**config.mk**
```make
export PLATFORM = sky130hd
export DESIGN_NAME = dedup_shift_fifo_top
export DESIGN_NICKNAME = d
export VERILOG_FILES = /design/src/design/dsf_pkg.sv /design/src/design/dsf_cell.sv /design/src/design/dedup_shift_fifo_top.sv
export SDC_FILE = /design/constraint.sdc
export NUM_CORES = 2
export LEC_CHECK = 0
export BUFFER_PORTS_ARGS = -buffer_cell sky130_fd_sc_hd__buf_2
export CAP_MARGIN = 20
export CORE_MARGIN = 2
export CORE_UTILIZATION = 35
export CTS_CLUSTER_SIZE = 24
export DETAILED_ROUTE_END_ITERATION = 10
export PLACE_DENSITY = 0.62
export SLEW_MARGIN = 20
export SYNTH_ARGS = -nofsm -noshare
export SYNTH_HDL_FRONTEND = slang
export SYNTH_SLANG_ARGS = --single-unit
```
**constraint.sdc**
```tcl
create_clock -name clk -period 15.4 [get_ports clk]
set_input_delay 3.08 -clock clk [delete_from_list [all_inputs] [get_ports clk]]
set_output_delay 3.08 -clock clk [all_outputs]
set_load 0.02 [all_outputs]
```
**src/design/dsf_pkg.sv**
```systemverilog
// Shared types and constants for the duplicate-refusing shift queue.
// Used by dsf_cell, dedup_shift_fifo_top and the testbench; depends on nothing else.
`default_nettype none

package dsf_pkg;

	localparam int DEPTH_DEF      = 16;
	localparam int DATA_WIDTH_DEF = 32;

	localparam int CMD_W     = 2;
	localparam int ITEM_W    = 32;
	localparam int POS_W     = 4;
	localparam int READ_W    = 32;
	localparam int STAT_W    = 3;
	localparam int OCC_W     = 5;
	localparam int S_TDATA_W = 40;
	localparam int M_TDATA_W = 40;

	typedef enum logic [CMD_W-1:0] {
		CMD_ENQ  = 2'd0,
		CMD_DEQ  = 2'd1,
		CMD_PEEK = 2'd2
	} cmd_t;

	typedef enum logic [STAT_W-1:0] {
		ST_OK    = 3'd0,
		ST_DUP   = 3'd1,
		ST_FULL  = 3'd2,
		ST_EMPTY = 3'd3,
		ST_RANGE = 3'd4
	} status_t;

	typedef struct packed {
		logic enq;
		logic deq;
	} cell_ctrl_t;

endpackage

`default_nettype wire

```
**src/design/dsf_cell.sv**
```systemverilog
// One queue cell: holds one entry, compares it with the incoming word,
// loads it at the tail on enqueue and takes its neighbour's on dequeue.
// Depends on dsf_pkg.
`default_nettype none

module dsf_cell #(
	parameter int DATA_WIDTH = dsf_pkg::DATA_WIDTH_DEF,
	parameter int CNT_W      = 5,
	parameter int IDX        = 0
) (
	input  wire logic                   clk,
	input  wire dsf_pkg::cell_ctrl_t    ctrl,
	input  wire logic [CNT_W-1:0]       count,
	input  wire logic [DATA_WIDTH-1:0]  item,
	input  wire logic [DATA_WIDTH-1:0]  next_entry,
	output logic      [DATA_WIDTH-1:0]  entry,
	output logic                        match
);

	logic [DATA_WIDTH-1:0] entry_q;
	logic                  occupied;
	logic                  at_tail;

	assign occupied = count > CNT_W'(IDX);
	assign at_tail  = count == CNT_W'(IDX);
	assign match    = occupied && (entry_q == item);
	assign entry    = entry_q;

	always_ff @(posedge clk) begin
		if (ctrl.deq) begin
			entry_q <= next_entry;
		end else if (ctrl.enq && at_tail) begin
			entry_q <= item;
		end
	end

endmodule

`default_nettype wire

```
**src/design/dedup_shift_fifo_top.sv**
```systemverilog
// Top level of the duplicate-refusing shift queue: a row of dsf_cell
// instances, the occupancy counter, command decode and the result register.
// Depends on dsf_pkg and dsf_cell.
//
//  channel  | direction | tdata                              | tuser
//  s_axis   | in        | item_value[31:0] peek_position[35:32] | command[1:0]
//  m_axis   | out       | read_value[31:0] occupancy[36:32]  | status[2:0]
//
// Each command is decoded, checked against every cell and committed in the
// cycle it is accepted; its result appears in the output register on the
// next cycle, so one command is taken per cycle while m_axis keeps up. The
// duplicate search is one compare in each cell joined by a wide OR. Reset
// empties the queue at once. A new command is taken whenever the output
// register is empty or its word is being taken in the same cycle.
`default_nettype none

module dedup_shift_fifo_top #(
	parameter int DEPTH      = dsf_pkg::DEPTH_DEF,
	parameter int DATA_WIDTH = dsf_pkg::DATA_WIDTH_DEF
) (
	input  wire logic                            clk,
	input  wire logic                            arst_n,
	input  wire logic                            s_axis_tvalid,
	output logic                                 s_axis_tready,
	// item_value[31:0], peek_position[35:32], zero padding above.
	input  wire logic [dsf_pkg::S_TDATA_W-1:0]   s_axis_tdata,
	// command[1:0].
	input  wire logic [dsf_pkg::CMD_W-1:0]       s_axis_tuser,
	output logic                                 m_axis_tvalid,
	input  wire logic                            m_axis_tready,
	// read_value[31:0], occupancy[36:32], zero padding above.
	output logic      [dsf_pkg::M_TDATA_W-1:0]   m_axis_tdata,
	// status[2:0].
	output logic      [dsf_pkg::STAT_W-1:0]      m_axis_tuser
);

	localparam int CNT_W  = $clog2(DEPTH + 1);
	localparam int CMP_W  = (CNT_W > dsf_pkg::POS_W) ? CNT_W : dsf_pkg::POS_W;
	localparam int OCC_XW = (CNT_W > dsf_pkg::OCC_W) ? CNT_W : dsf_pkg::OCC_W;
	localparam int PEEK_N = (DEPTH < (1 << dsf_pkg::POS_W)) ? DEPTH : (1 << dsf_pkg::POS_W);

	logic [DATA_WIDTH-1:0]          entry_w [DEPTH];
	logic [DEPTH-1:0]               match_w;
	logic [DATA_WIDTH-1:0]          item_w;
	logic [dsf_pkg::POS_W-1:0]      pos_w;
	logic [DATA_WIDTH-1:0]          peek_w;
	logic [dsf_pkg::READ_W-1:0]     read_w;
	logic                           accept;
	logic                           dup;
	logic                           full;
	dsf_pkg::cell_ctrl_t            ctrl;
	dsf_pkg::status_t               st_d;
	logic [DATA_WIDTH-1:0]          rd_d;
	logic [CNT_W-1:0]               cnt_d;
	logic [OCC_XW-1:0]              occ_x;

	logic [CNT_W-1:0]               count_q;
	logic                           out_valid_q;
	logic [dsf_pkg::READ_W-1:0]     rd_q;
	logic [dsf_pkg::STAT_W-1:0]     st_q;
	logic [dsf_pkg::OCC_W-1:0]      occ_q;

	assign pos_w = s_axis_tdata[dsf_pkg::ITEM_W +: dsf_pkg::POS_W];

	generate
		if (DATA_WIDTH >= dsf_pkg::ITEM_W) begin : g_item_wide
			assign item_w = DATA_WIDTH'(s_axis_tdata[dsf_pkg::ITEM_W-1:0]);
		end else begin : g_item_narrow
			assign item_w = s_axis_tdata[DATA_WIDTH-1:0];
		end
		if (DATA_WIDTH >= dsf_pkg::READ_W) begin : g_read_wide
			assign read_w = rd_d[dsf_pkg::READ_W-1:0];
		end else begin : g_read_narrow
			assign read_w = dsf_pkg::READ_W'(rd_d);
		end
	endgenerate

	for (genvar i = 0; i < DEPTH; i++) begin : g_cell
		logic [DATA_WIDTH-1:0] next_w;
		if (i == DEPTH - 1) begin : g_last
			assign next_w = entry_w[i];
		end else begin : g_mid
			assign next_w = entry_w[i+1];
		end
		dsf_cell #(
			.DATA_WIDTH (DATA_WIDTH),
			.CNT_W      (CNT_W),
			.IDX        (i)
		) u_cell (
			.clk        (clk),
			.ctrl       (ctrl),
			.count      (count_q),
			.item       (item_w),
			.next_entry (next_w),
			.entry      (entry_w[i]),
			.match      (match_w[i])
		);
	end

	assign s_axis_tready = !out_valid_q || m_axis_tready;
	assign accept        = s_axis_tvalid && s_axis_tready;
	assign dup           = |match_w;
	assign full          = count_q == CNT_W'(DEPTH);

	always_comb begin
		peek_w = '0;
		for (int i = 0; i < PEEK_N; i++) begin
			if (pos_w == dsf_pkg::POS_W'(i)) begin
				peek_w = entry_w[i];
			end
		end
	end

	always_comb begin
		st_d     = dsf_pkg::ST_OK;
		rd_d     = '0;
		cnt_d    = count_q;
		ctrl.enq = 1'b0;
		ctrl.deq = 1'b0;
		case (dsf_pkg::cmd_t'(s_axis_tuser))
			dsf_pkg::CMD_ENQ: begin
				if (dup) begin
					st_d = dsf_pkg::ST_DUP;
				end else if (full) begin
					st_d = dsf_pkg::ST_FULL;
				end else begin
					ctrl.enq = accept;
					cnt_d    = count_q + CNT_W'(1);
				end
			end
			dsf_pkg::CMD_DEQ: begin
				if (count_q == '0) begin
					st_d = dsf_pkg::ST_EMPTY;
				end else begin
					rd_d     = entry_w[0];
					ctrl.deq = accept;
					cnt_d    = count_q - CNT_W'(1);
				end
			end
			dsf_pkg::CMD_PEEK: begin
				if (CMP_W'(pos_w) >= CMP_W'(count_q)) begin
					st_d = dsf_pkg::ST_RANGE;
				end else begin
					rd_d = peek_w;
				end
			end
			default: begin
			end
		endcase
	end

	assign occ_x = OCC_XW'(cnt_d);

	always_ff @(posedge clk or negedge arst_n) begin
		if (!arst_n) begin
			count_q     <= '0;
			out_valid_q <= 1'b0;
		end else begin
			if (accept) begin
				count_q     <= cnt_d;
				out_valid_q <= 1'b1;
			end else if (m_axis_tready) begin
				out_valid_q <= 1'b0;
			end
		end
	end

	always_ff @(posedge clk) begin
		if (accept) begin
			rd_q  <= read_w;
			st_q  <= st_d;
			occ_q <= occ_x[dsf_pkg::OCC_W-1:0];
		end
	end

	assign m_axis_tvalid = out_valid_q;
	assign m_axis_tdata  = {{(dsf_pkg::M_TDATA_W - dsf_pkg::READ_W - dsf_pkg::OCC_W){1'b0}},
		occ_q, rd_q};
	assign m_axis_tuser  = st_q;

endmodule

`default_nettype wire

```
==> metrics.yaml <==
first_pass_iters: 9
end_kind: "register"
cts_resized: 0
io_pins: 91
post_synth_most_frequent_cells: "edfxtp_1 (552), a21o_1 (483), xor2_1 (391)"
ys_seq_area_share_pct: 51.5
drv_cap: 0
status: "finished clean"
hold_viol_final: 0
setup.worst_path.end: "g_cell[11].u_cell.entry[9]"
worstPathRequired_ps: 15660
ys_warn_count: 0
coreArea_sq_um: 91800
syn_avg_cell_area_sq_um: 11.6
timing.setup.tns_ps: 0
ys_types: 73
nets: 2792
insertion_delay_ps: 630
viasPerCell: 6.29
grt_pass1_vias: 23500
syn_area_sq_um: 32500
place_hpwl_microns: 101000
start_kind: "input port"
numCtsBuffers: 66
max_slew_margin_pct: 17.0
cts_root_buf: "clkbuf_16"
synthTopCellsByArea: "edfxtp_1 (51%), a21o_1 (11%), xor2_1 (11%)"
maxSlewViolCount: 0
synth-edff-count: 552
drive_gt1_share_pct: 10.1
final_util_pct: 39.0
rrSetupSlack_ps: 8650
synth-main-ff-cell: "edfxtp_1"
wl_microns: 141000
n_antenna_cell: 0
r2r_start: "count_q[0]"
syn_to_final_growth_pct: 10.1
grt_overflow: 0
antenna_left: 0
die_area_sq_um: 95300
power-per-cell-area_nw_per_um2: 124
postCtsSetupBuffers: 0
grt_pass1_wl_microns: 192000
grt_max_degree: 199
worstSetupPathType: "input port to register"
die_h_microns: 309
drc_errors: 0
synth_most_common_cell: "edfxtp_1"
peakVddDrop_v: 0.0000690
async_flop_share_pct: 1.08
rows: 111
ctsHoldBuffers: 0
yosysTopAreaCellShare_pct: 51.0
grt_usage_pct: 29.1
port-buffer-count: 83
routed-via-count: 25300
fin_crit_sh_pct: 54.7
tightest_slew_ps: 1210
power_leakage_nw: 14.1
fmax_mhz: 119
routabilityCongestion: 1.04
setup_violations: 0
post_drt_wl_per_cell_microns: 35.0
hp-class: "register to register"
die_w_microns: 309
first_iter_violations: 4502
r2r.worst_path.cells: 12
n_fill_cell: 8897
tritoncts: "yes"
period_minus_slack_ps: 8430
post-synth-top-area-cell: "edfxtp_1"
clk_pin_slew_ps: 60
rr_endpoint: "g_cell[11].u_cell.entry[9]"
fin_skew_ps: 35.6
synth.ff_latch_count: 558
antenna_found_initial: 5
cp.arrival_ps: 8690
clock_path_buffers: 3
htreeDepth: 3
rsz0062_at_grt: "false"
start_util_pct: 35.4
crit_start: "s_axis_tdata[14]"
syn_inst: 2799
cp_max_fo: 21
cts_sinks: 558
-- registers in the layout, indices dropped and copies added (netlist names) --
signal / cells
g_cell.u_cell.entry: 512
occ_q: 5
m_axis_tuser: 3
rd_q: 32
count_q: 5
m_axis_tvalid: 1
-- stage by stage --
step	hold slack, ps	setup WS, ps	total power, mW	std cells	cell area, sq um
floorplan	560	7550	2.49	2801	32500
global placement	503	6610	2.86	3907	33700
detailed placement	513	6550	2.87	3907	33700
CTS	531	7160	4.40	4022	35800
global route	587	7090	4.54	4023	35800
finish	530	6970	4.44	4023	35800
-- kinds of logic after synthesis --
group / synth area share, %
muxes: 2.10
other: 0.0115
xor gates and xnor gates: 13.9
buffers and inverters: 4.35
DFF: 51.5
AOI/OAI and AO/OA: 19.6
and+or+nand+nor: 8.11
adders and majority gates: 0.501
-- layout make-up --
type,count,area (sq um),share of cell area (%)
clock inverters,33,298,0.832
inverters,17,63.8,0.178
multi-input cells,1956,14600,40.7
flip-flops and latches,558,16700,46.7
clock buffers,82,1750,4.90
well taps,1243,1560,4.35
repair buffers,134,828,2.32
-- worst max-delay path, cell delays in order --
cell	delay [ps]
buf_2	500
xor2_1	620
nor4_1	150
nand4_1	200
nor3_1	70
a2111oi_1	650
nand4_1	500
or2_1	540
or4_2	1120
o21ai_4	660
buf_4	500
-- how the worst min path moves through the flow --
stage / start / cells past startpoint / slack, ps / end
after floorplan: g_cell[14].u_cell.entry[2] / 1 / 560 / g_cell[13].u_cell.entry[2]
after global placement: m_axis_tvalid / 2 / 500 / m_axis_tvalid
after detailed placement: m_axis_tvalid / 2 / 510 / m_axis_tvalid
after CTS: m_axis_tvalid / 2 / 530 / m_axis_tvalid
after global routing: m_axis_tvalid / 2 / 590 / m_axis_tvalid
final: m_axis_tvalid / 2 / 530 / m_axis_tvalid
-- layer usage --
layer	track usage [%]	vias to the layer above	part of all wire (%)
met5	0	-	0
met2	42.7	1964	43
met3	6.83	338	12
li1	-	10300	-
met1	38.6	12700	38
met4	18.2	0	7.5
-- power by group --
group | leakage [nW] | switching, mW | internal [mW]
Sequential | 5.13 | 0.130 | 1.83
Combinational | 7.97 | 0.652 | 0.275
Clock | 1.00 | 0.665 | 0.892
Total | 14.1 | 1.45 | 2.99
-- cells in the final DEF, fill, tap and decap left out, drive strengths merged, types with 13 or more instances in the layout --
cell and n:
edfxtp 552, a21o 483, xor2 391, buf 133
xnor2 123, nand2 111, nor4 105, o21ai 97
clkbuf 83, a21oi 74, nor2 68, nand4 60
a22oi 52, and2 43, nand3 34, mux2i 32
a221oi 27, nor3 27, clkinv 26, nor2b 25
a22o 20, inv 19, a222oi 18, a31oi 17
nand2b 13, mux4 13, o22ai 13, ha 13
(Power assumes the default switching activity.)
